===== src/rtl/c3mp_pkg.sv =====
// Shared types, constants and a helper function of the 3x3 convolution and 2x2 max-pool block.
`default_nettype none
package c3mp_pkg;

  localparam int MAX_WIDTH    = 512;
  localparam int MAX_HEIGHT   = 4096;
  localparam int LINES_KEPT   = 3;
  localparam int COL_W        = $clog2(MAX_WIDTH);
  localparam int ROW_W        = $clog2(MAX_HEIGHT);
  localparam int WIDTH_REG_W  = 10;
  localparam int HEIGHT_REG_W = 13;
  localparam int COEF_W       = 24;
  localparam int SHIFT_W      = 4;
  localparam int PIX_W        = 8;
  localparam int OCOL_W       = 8;
  localparam int OROW_W       = 11;
  localparam int SUM_W        = 16;
  localparam int CFG_IDX_W    = 3;
  localparam int Q_DEPTH      = 4;
  localparam int Q_PTR_W      = $clog2(Q_DEPTH);
  localparam int TAPS         = 9;
  localparam int POOL_N       = 4;
  localparam logic [PIX_W-1:0] PIX_MAX = 8'd255;

  typedef enum logic [CFG_IDX_W-1:0] {
    REG_COEF_ROW0    = 3'd0,
    REG_COEF_ROW1    = 3'd1,
    REG_COEF_ROW2    = 3'd2,
    REG_RIGHT_SHIFT  = 3'd3,
    REG_FRAME_WIDTH  = 3'd4,
    REG_FRAME_HEIGHT = 3'd5
  } c3mp_reg_t;

  typedef struct packed {
    logic [COEF_W-1:0]  coef_row0;
    logic [COEF_W-1:0]  coef_row1;
    logic [COEF_W-1:0]  coef_row2;
    logic [SHIFT_W-1:0] right_shift;
  } c3mp_cfg_t;

  typedef struct packed {
    logic [PIX_W-1:0]  pixel;
    logic [COL_W-1:0]  col;
    logic [1:0]        bank;
    logic              emit;
    logic [OCOL_W-1:0] out_col;
    logic [OROW_W-1:0] out_row;
    logic              frame_last;
  } c3mp_item_t;

  typedef struct packed {
    logic              emit;
    logic [OCOL_W-1:0] out_col;
    logic [OROW_W-1:0] out_row;
    logic              frame_last;
  } c3mp_meta_t;

  function automatic logic [1:0] bank_add(input logic [1:0] b, input logic [1:0] n);
    logic [2:0] s;
    s = {1'b0, b} + {1'b0, n};
    bank_add = (s >= 3'd3) ? 2'(s - 3'd3) : s[1:0];
  endfunction

endpackage
`default_nettype wire


===== src/rtl/c3mp_queue.sv =====
// Short queue of classified pixels between the front and back ends.
`default_nettype none
module c3mp_queue (
  input  wire logic                 clk,
  input  wire logic                 rst,
  input  wire logic                 push,
  input  c3mp_pkg::c3mp_item_t      push_item,
  output logic                      full,
  input  wire logic                 pop,
  output logic                      not_empty,
  output c3mp_pkg::c3mp_item_t      head
);
  import c3mp_pkg::*;

  c3mp_item_t           entries [Q_DEPTH];
  logic [Q_PTR_W-1:0]   wr_ptr, rd_ptr;
  logic [Q_PTR_W:0]     count;

  assign full      = (count == (Q_PTR_W+1)'(Q_DEPTH));
  assign not_empty = (count != '0);
  assign head      = entries[rd_ptr];

  always_ff @(posedge clk) begin
    if (push) begin
      entries[wr_ptr] <= push_item;
    end
    if (rst) begin
      wr_ptr <= '0;
      rd_ptr <= '0;
      count  <= '0;
    end else begin
      if (push) begin
        wr_ptr <= wr_ptr + Q_PTR_W'(1);
      end
      if (pop) begin
        rd_ptr <= rd_ptr + Q_PTR_W'(1);
      end
      if (push && !pop) begin
        count <= count + (Q_PTR_W+1)'(1);
      end else if (pop && !push) begin
        count <= count - (Q_PTR_W+1)'(1);
      end
    end
  end
endmodule
`default_nettype wire


===== config.mk =====
export PLATFORM = sky130hd
export DESIGN_NAME = c3mp_queue
export DESIGN_NICKNAME = d
export VERILOG_FILES = /design/src/rtl/c3mp_pkg.sv /design/src/rtl/c3mp_queue.sv
export SDC_FILE = /design/constraint.sdc
export NUM_CORES = 1
export LEC_CHECK = 0
export ABC_AREA = 1
export BUFFER_PORTS_ARGS = -buffer_cell sky130_fd_sc_hd__buf_2
export CAP_MARGIN = 25
export CORE_UTILIZATION = 45
export DETAILED_ROUTE_END_ITERATION = 10
export GPL_ROUTABILITY_DRIVEN = 0
export PLACE_DENSITY = 0.69
export SETUP_SLACK_MARGIN = 0.02
export SLEW_MARGIN = 20
export SYNTH_ARGS = -nofsm -noshare
export SYNTH_HDL_FRONTEND = slang
export SYNTH_SLANG_ARGS = --single-unit
export TNS_END_PERCENT = 5

===== constraint.sdc =====
create_clock -name clk -period 4.64 [get_ports clk]
set_input_delay 0.928 -clock clk [delete_from_list [all_inputs] [get_ports clk]]
set_output_delay 0.928 -clock clk [all_outputs]
set_load 0.1 [all_outputs]

# ---- Word-level counts from Yosys, hierarchy flattened
# Memory sizes are Yosys's and may differ from the RTL's. A register that Yosys moved wholly into a read port is not among the register bits.
# Cells that the tools add are included.
dict set report word_totals {
  mem_count 1
  regBits 7
  out_inout_bits 42
  in_bits 44
  ramBits 160
}
# memory depth width read_ports rd_ports_with_merged_regs wr line_no
set memory_table {}
lappend memory_table {entries 4 40 1 1 1 c3mp_queue.sv:15} ;# c3mp_item_t entries [Q_DEPTH];
dict set report op_classes {
  mux 6
  n_reduce_logical 6
  add_sub_neg 4
  n_eq_ne 1
}
# op n
set op_table {}
lappend op_table {{3-bit two-way mux} 2}
lappend op_table {{2-bit by 1-bit adder with 2-bit output, second input constant} 2}
lappend op_table {{2-bit two-way mux} 2}
lappend op_table {{3-bit by 1-bit adder with 3-bit output, second input constant} 1}
lappend op_table {{3-bit equality test, second input constant} 1}
lappend op_table {{3-bit nonzero test} 1}
lappend op_table {{3-bit by 1-bit subtractor with 3-bit output, second input constant} 1}
lappend op_table {{1-bit logical AND} 2}
lappend op_table {{1-bit zero test} 2}
lappend op_table {{1-bit two-way mux} 2}
lappend op_table {{2-bit nonzero test} 1}

# ---- Depth between registers and ports, before layout
dict set report depth {
  depth_word 4
  depth_mapped 10
}

# ---- Worst setup path before layout
# OpenSTA, ideal clock, no wires.
dict set report synth_timing {
  kind {register -> output}
  start {register count[0]}
  end {output port full}
  t_arrival_ns 2.418
  path_stages_with_launch 2
  path_slack_ns 1.294
  cell_sequence {dfxtp_1 -> nor3_1}
}
dict set report synth_between {
  elab_chain_len 1
}
# item line_no
set synth_lines {}
lappend synth_lines {{from (decl)} c3mp_queue.sv:17} ;# logic [Q_PTR_W:0] count;
lappend synth_lines {{from (signal assigned)} c3mp_queue.sv:39} ;# count <= count + (Q_PTR_W+1)'(1);
lappend synth_lines {{from (signal assigned)} c3mp_queue.sv:41} ;# count <= count - (Q_PTR_W+1)'(1);
lappend synth_lines {{3-bit equality test} c3mp_queue.sv:19} ;# assign full = (count == (Q_PTR_W+1)'(Q_DEPTH));
lappend synth_lines {{to (decl)} c3mp_queue.sv:8} ;# output logic full,
# No other way between the ends.

==> run summary <==
outcome -> finished, final reports clean
total CTS buffers -> 17
biggest area consumer among synthesized cells -> edfxtp_1
Final Util -> 53.5%
Post-Route Skew -> 0.00582 ns
CP peak stage delay -> 0.95 ns
Leak -> 2.67 nW
Post-CTS Setup Bufs -> 0
CP Class -> flip-flop to output pin
dpl hpwl -> 7210 um
Top Ports -> 86
worst slew pin tran -> 1.01 ns
setup TNS -> 0 ns
Setup crit end kind -> output pin
YS warnings -> 0
H-tree Lvls -> 4
crit path time final -> 3.47 ns
CP max-delay cell -> dfxtp_2
vias per cell -> 5.25
GR Overflow Total -> 0
Storage cell area -> 0.00499 sq mm
endpoints failing hold -> 0
fin worst setup slack -> 1.17 ns
die area -> 0.0149 sq mm
worst skew pair latency -> 0.42 ns
Die Y -> 122 um
VDD IR max -> 0.279 mV
antenna violations before repair -> 1
Seq cells post-synth -> 169
min-delay worst type -> flip-flop to flip-flop
Core ar. -> 0.0140 sq mm
Residual DRC -> 0
ANT nets after route -> 0
post-synthesis net count -> 496
wire length per cell -> 17.4 um
largest net degree at the start of global routing -> 81
clk root buf -> clkbuf_16
Crit path buffers/inverters -> 2
Routed Wire Length -> 12600 um
post-synth top area share -> 73.9%
maxcap violations -> 0
crit start category -> flip-flop
clock sinks -> 169
Worst Path Required -> 3.71 ns
clk buf depth -> 2
final worst-path cycle share -> 74.7%
Max Transition Viols Final -> 0
Max Clock Freq -> 289 MHz
vias in the first global route -> 3791
CTS tree -> done
Inserted Diodes -> 0
worst slack at placement -> 1.61 ns
violation count after the first detailed-route iteration -> 256
via count -> 3798
cells along the critical path -> buf_4 -> o21ai_0 -> o22ai_1 -> buf_2
Worst-path clk slew -> 0.06 ns
Crit Path Max Fanout -> 51
Tot GR Track Use -> 18.0%
CP Data Arrival Time -> 2.54 ns
dominant cells by area after synthesis -> edfxtp_1 (74%), nor2_1 (5.0%), o22ai_1 (3.9%)
Cells after Synth -> 446
Final nets -> 580
Slew HR -> 32.9%
RSZ-0062 raised after global routing -> false
Die W -> 122 um
Filler Cell Count -> 1182
area occupied by multi-input gates -> 0.00117 sq mm
distinct cell type count after synthesis -> 22
input/output buffers -> 85
Post-CTS Hold Fix Bufs -> 0
Starting Density -> 46.4%
synthesized area per cell -> 14.6 sq um
total power -> 3.74 mW
Placed Area -> 0.00691 sq mm
post_cts resized -> 0
PwrDens -> 499 mW/mm^2
mapped cell area -> 0.00650 sq mm
DR pass1 iterations -> 4
first-pass GRT wire length -> 19500 um
layout cells sized above 1 -> 23.8%
FP Rows -> 43
Layout Area Growth over Synthesis -> 15.2%
fin area -> 0.00749 sq mm
Final setup viols -> 0
sequential share of the synthesized area -> 76.7%
cell family with most CP delay -> flip-flops
-- worst reg2reg max path, delay by kind of cell (launching register included) --
family / cells / cell delay [ns]
buffers and inverters: 2 / 0.83
DFF: 1 / 0.33
adders and majority gates: 1 / 0.15
and+or+nand+nor: 1 / 0.06
-- placed cells by master (no fill, tap or decap), types with 3 or more instances in the layout --
cell / count
nand2_1: 10
inv_1: 12
o22ai_1: 40
clkbuf_16: 17
edfxtp_1: 160
o21ai_1: 38
clkinvlp_4: 6
a21oi_1: 3
ha_1: 5
nor2_1: 87
buf_2: 85
inv_2: 4
o21ai_0: 45
buf_4: 4
clkinv_2: 3
dfxtp_1: 8
-- layer usage --
layer	global-route usage, %	vias up	wire length (um)
met5	0	-	13
li1	-	1832	-
met3	5.99	15	714
met2	29.4	82	6340
met4	7.09	2	148
met1	22.1	1867	5380
-- sequential cells by signal, indices dropped and copies added, names as in the netlist, named ones only --
| register | flops |
|---|---|
| entries | 160 |
| count | 3 |
| rd_ptr | 2 |
| wr_ptr | 2 |
-- cells by family after synthesis --
| logic type | after synthesis | share of synthesized area, % |
|---|---|---|
| adders and majority gates | 6 | 1.27 |
| DFF | 169 | 76.7 |
| xor gates and xnor gates | 1 | 0.135 |
| AOI/OAI and AO/OA | 128 | 10.7 |
| and+or+nand+nor | 100 | 5.85 |
| buffers and inverters | 42 | 5.28 |
-- metrics by stage --
step	hold slack, ns	std cells
2_1_floorplan	0.412	446
3_3_place_gp	0.485	690
3_5_place_dp	0.466	690
4_1_cts	0.489	722
5_1_grt	0.531	723
6_report	0.498	723
-- cell usage after synthesis --
library cell / number
a21oi_1: 3
buf_12: 4
buf_2: 8
buf_4: 4
buf_6: 5
buf_8: 4
dfxtp_1: 9
edfxtp_1: 160
fa_1: 1
ha_1: 5
inv_1: 16
inv_12: 1
nand2_1: 10
nand3_1: 1
nand4_1: 1
nor2_1: 87
nor3_1: 1
o21ai_0: 45
o21ai_1: 38
o21ai_2: 2
o22ai_1: 40
xor2_1: 1
-- report_power, final --
| part | leakage [nW] | switching, mW | internal (mW) |
|---|---|---|---|
| Combinational | 0.866 | 0.555 | 0.103 |
| Clock | 0.255 | 0.571 | 0.736 |
| Sequential | 1.54 | 0.0286 | 1.74 |
| Total | 2.67 | 1.15 | 2.58 |
-- cell type report --
type                            count  area share, %
Multi-Input combinational cell    235           15.6
Sequential cell                   169           66.6
Clock inverter                     15           1.72
Tap cell                          180           3.01
Timing Repair Buffer               90           6.35
Inverter                           17           1.02
Clock buffer                       17           5.68
-- worst paths after layout --
kind | startpoint | endpoint | slack, ns | depth (start not counted)
worst min-delay path | rd_ptr[1] | rd_ptr[1] | 0.50 | 1
worst min register to register | rd_ptr[1] | rd_ptr[1] | 0.50 | 1
worst max-delay path | flip-flop | head[3] | 1.17 | 4
worst max register to register | wr_ptr[0] | entries[0][4] | 2.85 | 4
(Power assumes the default switching activity.)
