--- config.mk ---
export PLATFORM = sky130hd
export DESIGN_NAME = c3mp_front
export DESIGN_NICKNAME = d
export VERILOG_FILES = /design/src/rtl/c3mp_pkg.sv /design/src/rtl/c3mp_front.sv
export SDC_FILE = /design/constraint.sdc
export NUM_CORES = 1
export LEC_CHECK = 0
export ABC_AREA = 1
export BUFFER_PORTS_ARGS = -buffer_cell sky130_fd_sc_hd__buf_2
export CAP_MARGIN = 25
export CORE_MARGIN = 2
export CORE_UTILIZATION = 58
export DETAILED_ROUTE_END_ITERATION = 10
export PLACE_DENSITY = 0.86
export REMOVE_ABC_BUFFERS = 1
export SYNTH_ARGS = -nofsm -noshare
export SYNTH_HDL_FRONTEND = slang
export SYNTH_SLANG_ARGS = --single-unit
--- constraint.sdc ---
create_clock -name clk -period 3.98 [get_ports clk]
set_input_delay 0.597 -clock clk [delete_from_list [all_inputs] [get_ports clk]]
set_output_delay 0.597 -clock clk [all_outputs]
set_load 0.005 [all_outputs]
--- src/rtl/c3mp_pkg.sv ---
// Shared types, constants and a helper function of the 3x3 convolution and 2x2 max-pool block.
`default_nettype none
package c3mp_pkg;

  localparam int MAX_WIDTH    = 512;
  localparam int MAX_HEIGHT   = 4096;
  localparam int LINES_KEPT   = 3;
  localparam int COL_W        = $clog2(MAX_WIDTH);
  localparam int ROW_W        = $clog2(MAX_HEIGHT);
  localparam int WIDTH_REG_W  = 10;
  localparam int HEIGHT_REG_W = 13;
  localparam int COEF_W       = 24;
  localparam int SHIFT_W      = 4;
  localparam int PIX_W        = 8;
  localparam int OCOL_W       = 8;
  localparam int OROW_W       = 11;
  localparam int SUM_W        = 16;
  localparam int CFG_IDX_W    = 3;
  localparam int Q_DEPTH      = 4;
  localparam int Q_PTR_W      = $clog2(Q_DEPTH);
  localparam int TAPS         = 9;
  localparam int POOL_N       = 4;
  localparam logic [PIX_W-1:0] PIX_MAX = 8'd255;

  typedef enum logic [CFG_IDX_W-1:0] {
    REG_COEF_ROW0    = 3'd0,
    REG_COEF_ROW1    = 3'd1,
    REG_COEF_ROW2    = 3'd2,
    REG_RIGHT_SHIFT  = 3'd3,
    REG_FRAME_WIDTH  = 3'd4,
    REG_FRAME_HEIGHT = 3'd5
  } c3mp_reg_t;

  typedef struct packed {
    logic [COEF_W-1:0]  coef_row0;
    logic [COEF_W-1:0]  coef_row1;
    logic [COEF_W-1:0]  coef_row2;
    logic [SHIFT_W-1:0] right_shift;
  } c3mp_cfg_t;

  typedef struct packed {
    logic [PIX_W-1:0]  pixel;
    logic [COL_W-1:0]  col;
    logic [1:0]        bank;
    logic              emit;
    logic [OCOL_W-1:0] out_col;
    logic [OROW_W-1:0] out_row;
    logic              frame_last;
  } c3mp_item_t;

  typedef struct packed {
    logic              emit;
    logic [OCOL_W-1:0] out_col;
    logic [OROW_W-1:0] out_row;
    logic              frame_last;
  } c3mp_meta_t;

  function automatic logic [1:0] bank_add(input logic [1:0] b, input logic [1:0] n);
    logic [2:0] s;
    s = {1'b0, b} + {1'b0, n};
    bank_add = (s >= 3'd3) ? 2'(s - 3'd3) : s[1:0];
  endfunction

endpackage
`default_nettype wire

--- src/rtl/c3mp_front.sv ---
// Front end: raster counters and classification of each pixel.
`default_nettype none
module c3mp_front (
  input  wire logic                                clk,
  input  wire logic                                rst,
  input  wire logic                                push,
  input  wire logic [c3mp_pkg::PIX_W-1:0]          pixel,
  input  wire logic [c3mp_pkg::WIDTH_REG_W-1:0]    frame_width,
  input  wire logic [c3mp_pkg::HEIGHT_REG_W-1:0]   frame_height,
  output c3mp_pkg::c3mp_item_t                     item
);
  import c3mp_pkg::*;

  logic [COL_W-1:0]        col_count, col_count_next;
  logic [ROW_W-1:0]        row_count, row_count_next;
  logic [1:0]              bank, bank_next;
  logic [WIDTH_REG_W-1:0]  w;
  logic [HEIGHT_REG_W-1:0] h;
  logic [COL_W-1:0]        half_w;
  logic [ROW_W-1:0]        half_h;
  logic [COL_W-1:0]        col_off;
  logic [ROW_W-1:0]        row_off;
  logic [OCOL_W-1:0]       i_idx;
  logic [OROW_W-1:0]       j_idx;
  logic                    at_pos;
  logic                    col_end, row_end;

  always_comb begin
    w = (frame_width > WIDTH_REG_W'(MAX_WIDTH)) ? WIDTH_REG_W'(MAX_WIDTH) : frame_width;
    h = (frame_height > HEIGHT_REG_W'(MAX_HEIGHT)) ? HEIGHT_REG_W'(MAX_HEIGHT) : frame_height;
    half_w  = w[WIDTH_REG_W-1:1];
    half_h  = h[HEIGHT_REG_W-1:1];
    col_off = col_count - COL_W'(3);
    row_off = row_count - ROW_W'(3);
    i_idx   = col_off[COL_W-1:1];
    j_idx   = row_off[ROW_W-1:1];
    at_pos  = col_count[0] && row_count[0] && (col_count >= COL_W'(3))
              && (row_count >= ROW_W'(3));
    col_end = ({1'b0, col_count} + WIDTH_REG_W'(1)) >= w;
    row_end = ({1'b0, row_count} + HEIGHT_REG_W'(1)) >= h;

    item.pixel      = pixel;
    item.col        = col_count;
    item.bank       = bank;
    item.out_col    = i_idx;
    item.out_row    = j_idx;
    item.emit       = at_pos && (({1'b0, i_idx} + COL_W'(1)) < half_w)
                      && (({1'b0, j_idx} + ROW_W'(1)) < half_h);
    item.frame_last = (({1'b0, i_idx} + COL_W'(2)) == half_w)
                      && (({1'b0, j_idx} + ROW_W'(2)) == half_h);

    col_count_next = col_count;
    row_count_next = row_count;
    bank_next      = bank;
    if (col_end) begin
      col_count_next = '0;
      if (row_end) begin
        row_count_next = '0;
        bank_next      = '0;
      end else begin
        row_count_next = row_count + ROW_W'(1);
        bank_next      = bank_add(bank, 2'd1);
      end
    end else begin
      col_count_next = col_count + COL_W'(1);
    end
  end

  always_ff @(posedge clk) begin
    if (rst) begin
      col_count <= '0;
      row_count <= '0;
      bank      <= '0;
    end else if (push) begin
      col_count <= col_count_next;
      row_count <= row_count_next;
      bank      <= bank_next;
    end
  end
endmodule
`default_nettype wire

After elaboration in Yosys (flattened, before gate mapping)
Index checks and enable logic that the tools add are counted.
W data, S select, Z words.
{"block": "word_totals", "register_bits": 23, "input_bits": 34}
{"block": "classes", "n_mux": 6, "order_cmp": 9, "n_addsub": 12, "eq_ne": 2, "n_reduce_logical": 7}
{"cell": "$add A12 B1 Y13 const B", "count": 1}
{"cell": "$ge A13 B13 Y1", "count": 1}
{"cell": "$gt A13 B13 Y1 const B", "count": 1}
{"cell": "$mux W13", "count": 1}
{"cell": "$add A11 B1 Y12 const B", "count": 1}
{"cell": "$add A11 B2 Y12 const B", "count": 1}
{"cell": "$add A12 B1 Y12 const B", "count": 1}
{"cell": "$eq A12 B12 Y1", "count": 1}
{"cell": "$ge A12 B2 Y1 const B", "count": 1}
{"cell": "$lt A12 B12 Y1", "count": 1}
{"cell": "$mux W12", "count": 1}
{"cell": "$sub A12 B2 Y12 const B", "count": 1}
{"cell": "$add A9 B1 Y10 const B", "count": 1}
{"cell": "$ge A10 B10 Y1", "count": 1}
{"cell": "$gt A10 B10 Y1 const B", "count": 1}
{"cell": "$mux W10", "count": 1}
{"cell": "$add A8 B1 Y9 const B", "count": 1}
{"cell": "$add A8 B2 Y9 const B", "count": 1}
{"cell": "$add A9 B1 Y9 const B", "count": 1}
{"cell": "$eq A9 B9 Y1", "count": 1}
{"cell": "$ge A9 B2 Y1 const B", "count": 1}
{"cell": "$lt A9 B9 Y1", "count": 1}
{"cell": "$mux W9", "count": 1}
{"cell": "$sub A9 B2 Y9 const B", "count": 1}
{"cell": "6 further kinds", "count": 12}

Longest topological paths before layout
{"block": "logic_depth", "word_depth": 5, "depth_mapped": 19, "ltp_nobuf": 19}

Least setup slack after synthesis
No wires, ideal clock.
{"block": "synth_timing", "path_type": "reg2out", "from": "register row_count[0]", "to": "output port item[20] (netlist bit)", "path_buffers": 0, "path_slack_ps": 686, "path_stages_with_launch": 20, "arrival_time_ps": 2697, "path_cell_list": "dfxtp_1 > ha_1 > nand2_1 > inv_1 > nor2_1 > inv_1 > ha_1 > inv_1 > nor2_1 > nand2_1 > nand2_1 > nand2_1 > o21ai_0 > inv_1 > ha_1 > a21oi_1 > nor2_1 > a211oi_1 > o21ai_0 > nor3_1"}
{"item": "start, declared", "line": "c3mp_front.sv:15", "source": "logic [ROW_W-1:0] row_count, row_count_next;"}
{"item": "start signal, assigned", "line": "c3mp_front.sv:76", "source": "row_count <= row_count_next;"}
{"item": "end, declared", "line": "c3mp_front.sv:10", "source": "output c3mp_pkg::c3mp_item_t item"}

==> run summary <==
R2R setup slack = 0.79 ns
Clk_skew = 0.00272 ns
Synth Area in Compound Gates = 10.2%
Final core occ = 66.3%
Clock sinks = 23
Most frequent cells in the layout = nand2_1, nor2_1, inv_1, buf_2, ha_1
R2r endpoint = row_count[3]$_SDFFE_PP0P_
Post-synthesis simple-gate area fraction = 45.8%
Min-Delay Path Class = flop to flop
Actual slew at the worst max-slew pin = 0.522 ns
Period utilization = 94.1%
Setup violators final = 0
Largest net degree at the start of global routing = 19
Overall Power = 0.971 mW
Max VDD drop = 235 uV
Area delta synth->final = 10.5%
Total track usage = 29.5%
Initial Util = 60.0%
Detail Route Antenna Nets = 0
Fin nets = 817
Worst EP required = 3.38 ns
CP Cell Sequence = ha_1 > nor2_1 > nor2_2 > inv_2 > ha_1 > inv_1 > nor2_1 > nand2_1 > nor2_1 > nand2_1 > xor2_1 > ha_1 > nand2_1 > nor2_1 > nand4_1 > o2111ai_1 > nor3_1 > buf_2
Clk buf depth = 2
DIE AREA = 0.00776 sq mm
Clock slew at reported path FFs = 0.08 ns
H-tree levels = 1
Critical Path Max Stage Delay = 0.37 ns
Critical path type = flop to output port
Lkg Pwr = 2.47 nW
Register bit count reported by yosys = 23
Synth top area share = 18.9%
Ant diodes = 0
Layout cells sized above 1 = 17.5%
Slowest cell on crit path = dfxtp_2
Initial DRC Count = 403
Post-Layout Cell Count = 828
First-pass DRT Iterations = 5
Reg2Reg Launch Point = row_count[3]$_SDFFE_PP0P_
CTS Buf Count = 3
Final min period = 3.75 ns
Sequential cell area = 469 sq um
Chip Width = 88.1 um
Ys Warns = 0
CORE AREA = 0.00683 sq mm
R2R cell count = 12
Drt wl/cell = 14.1 um
Adder-cell share of the synthesized area = 15.3%
Synth unique cells = 45
Async SR Flop Fraction = 0%
Sequential share of the synthesized area = 11.2%
DR vias/cell = 5.63
Mux cell area share after synthesis = 0%
Max transition margin = 64.9%
Outcome = complete, no violations
Crit path top cell by count = nor2_1
PwrDens = 214 mW/mm^2
Vias in the first global route = 3964
Placer Congestion = 0.966
Multi-input gate area in the final layout = 0.00324 sq mm
Die height = 88.1 um
Synth top area cells = nand2_1, ha_1, dfxtp_1
CTS tree = built
Post-synthesis xor/xnor area fraction = 6.87%
Crit path arrival time = 3.15 ns
Crit path from = col_count[0]$_SDFFE_PP0P_
First-pass GRT wire length = 18.4 mm
Syn Inst Count = 683
Vias = 4660
Final TNS setup = 0 ns
Crit path max fanout = 7
CTS root buf = clkbuf_8
Cell row count = 30
EDFF count, synth = 0
Grt ovf = 0
Slew Limit Fails = 0
Inst Count DP = 821
Max cap viols = 0
CTS Hold Bufs = 0
Synth Cell Area = 0.00410 sq mm
DRC Markers = 0
Number of port buffers = 57
Largest family of logic cells by synthesized area = simple AND/OR/NAND/NOR gates
Initial antenna violation count = 0
Io pins = 74
Primary FF master, synth = dfxtp_1
Total Wirelength = 11.7 mm
Fill cell count = 634
Syn_area_per_cell = 6.00 sq um
Most common cell after layout, fill and taps aside = nand2_1
CP endpoint kind = output port
Setup crit start kind = flop
Final hold vios = 0
Post-DP HPWL = 9.62 mm
Clk_lat worst skew = 0.27 ns
Critical path endpoint = item[20]
Synth area leader = nand2_1
Max frequency = 0.267 GHz
state kept, by name (all words and copies together), names as in the netlist:
signal and flops:
col_count 9, bank 2, row_count 12
cells in the mapped netlist (3+ instances only):
library cell and n:
inv_1 80, inv_2 5, buf_2 5, a21oi_1 35, or2_2 4, ha_1 50, a211oi_1 7, nand4_1 15
nand2_1 206, nor2_2 4, nand2_2 9, nor2_1 87, xor2_1 28, o21ai_1 4, a22oi_1 4, nand3b_1 3
nor2_8 3, nand2_4 8, dfxtp_1 23, o21ai_0 10, nor3_1 8, nand3_1 45, buf_4 9, nand3_2 4
critical path, delay by kind of cell, from the launching register on:
family | cells | cell delay [ns]
buf+inv | 3 | 0.32
flops | 1 | 0.37
simple gates | 10 | 1.10
fa+ha+maj | 3 | 0.69
xor+xnor | 1 | 0.14
compound gates | 1 | 0.26
cells by family (layout without fill, tap and decap cells):
logic type,count (synthesis),after routing
adders and majority gates,50,50
buffers and inverters,105,154
and+or+nand+nor,405,405
xor gates and xnor gates,30,30
DFF,23,23
AOI/OAI and AO/OA,70,70
power breakdown:
group | switching, mW | internal (mW)
sequential | 0.00813 | 0.234
combinational | 0.364 | 0.214
clock | 0.0797 | 0.0709
worst min path at each step:
stage | start | endpoint | cells past startpoint
2_1_floorplan | row_count[1]$_SDFFE_PP0P_ | row_count[1]$_SDFFE_PP0P_ | 2
3_3_place_gp | row_count[1]$_SDFFE_PP0P_ | row_count[1]$_SDFFE_PP0P_ | 2
3_5_place_dp | row_count[11]$_SDFFE_PP0P_ | row_count[11]$_SDFFE_PP0P_ | 2
4_1_cts | row_count[11]$_SDFFE_PP0P_ | row_count[11]$_SDFFE_PP0P_ | 2
5_1_grt | row_count[0]$_SDFFE_PP0P_ | row_count[0]$_SDFFE_PP0P_ | 2
6_report | row_count[0]$_SDFFE_PP0P_ | row_count[0]$_SDFFE_PP0P_ | 2
per-layer routing:
layer  wire [um]  GRT usage, %  vias to the layer above
li1            -             -                     2306
met1        5230          41.9                     2107
met2        5250          47.5                      222
met3         953          3.58                       25
met4         234          7.44                        0
met5           0             0                        -
timing repair:
item | CTS | global route
gates resized for setup | 1 | 17
pin swaps | 0 | 1
buffers inserted | 0 | 3
endpoints found under the setup margin | 1 | 1
endpoints found under the hold margin | 0 | 0
area by class of cell:
cell class | count | share of cell area (%)
Sequential cell | 23 | 10.4
Timing Repair Buffer | 62 | 7.13
Inverter | 88 | 7.35
Clock inverter | 1 | 0.166
Clock buffer | 3 | 0.911
Multi-Input combinational cell | 555 | 71.4
Tap cell | 96 | 2.65
through the flow:
stage / cell area (sq um) / setup slack, ns / hold slack, ns
global route: 4530 / -0.0475 / 0.535
global placement: 4420 / 0.365 / 0.472
floorplan: 4000 / 0.686 / 0.458
finish: 4530 / 0.234 / 0.512
detailed placement: 4420 / 0.278 / 0.501
CTS: 4470 / 0.0154 / 0.514
Note: power is estimated with default switching activity, not from simulation.
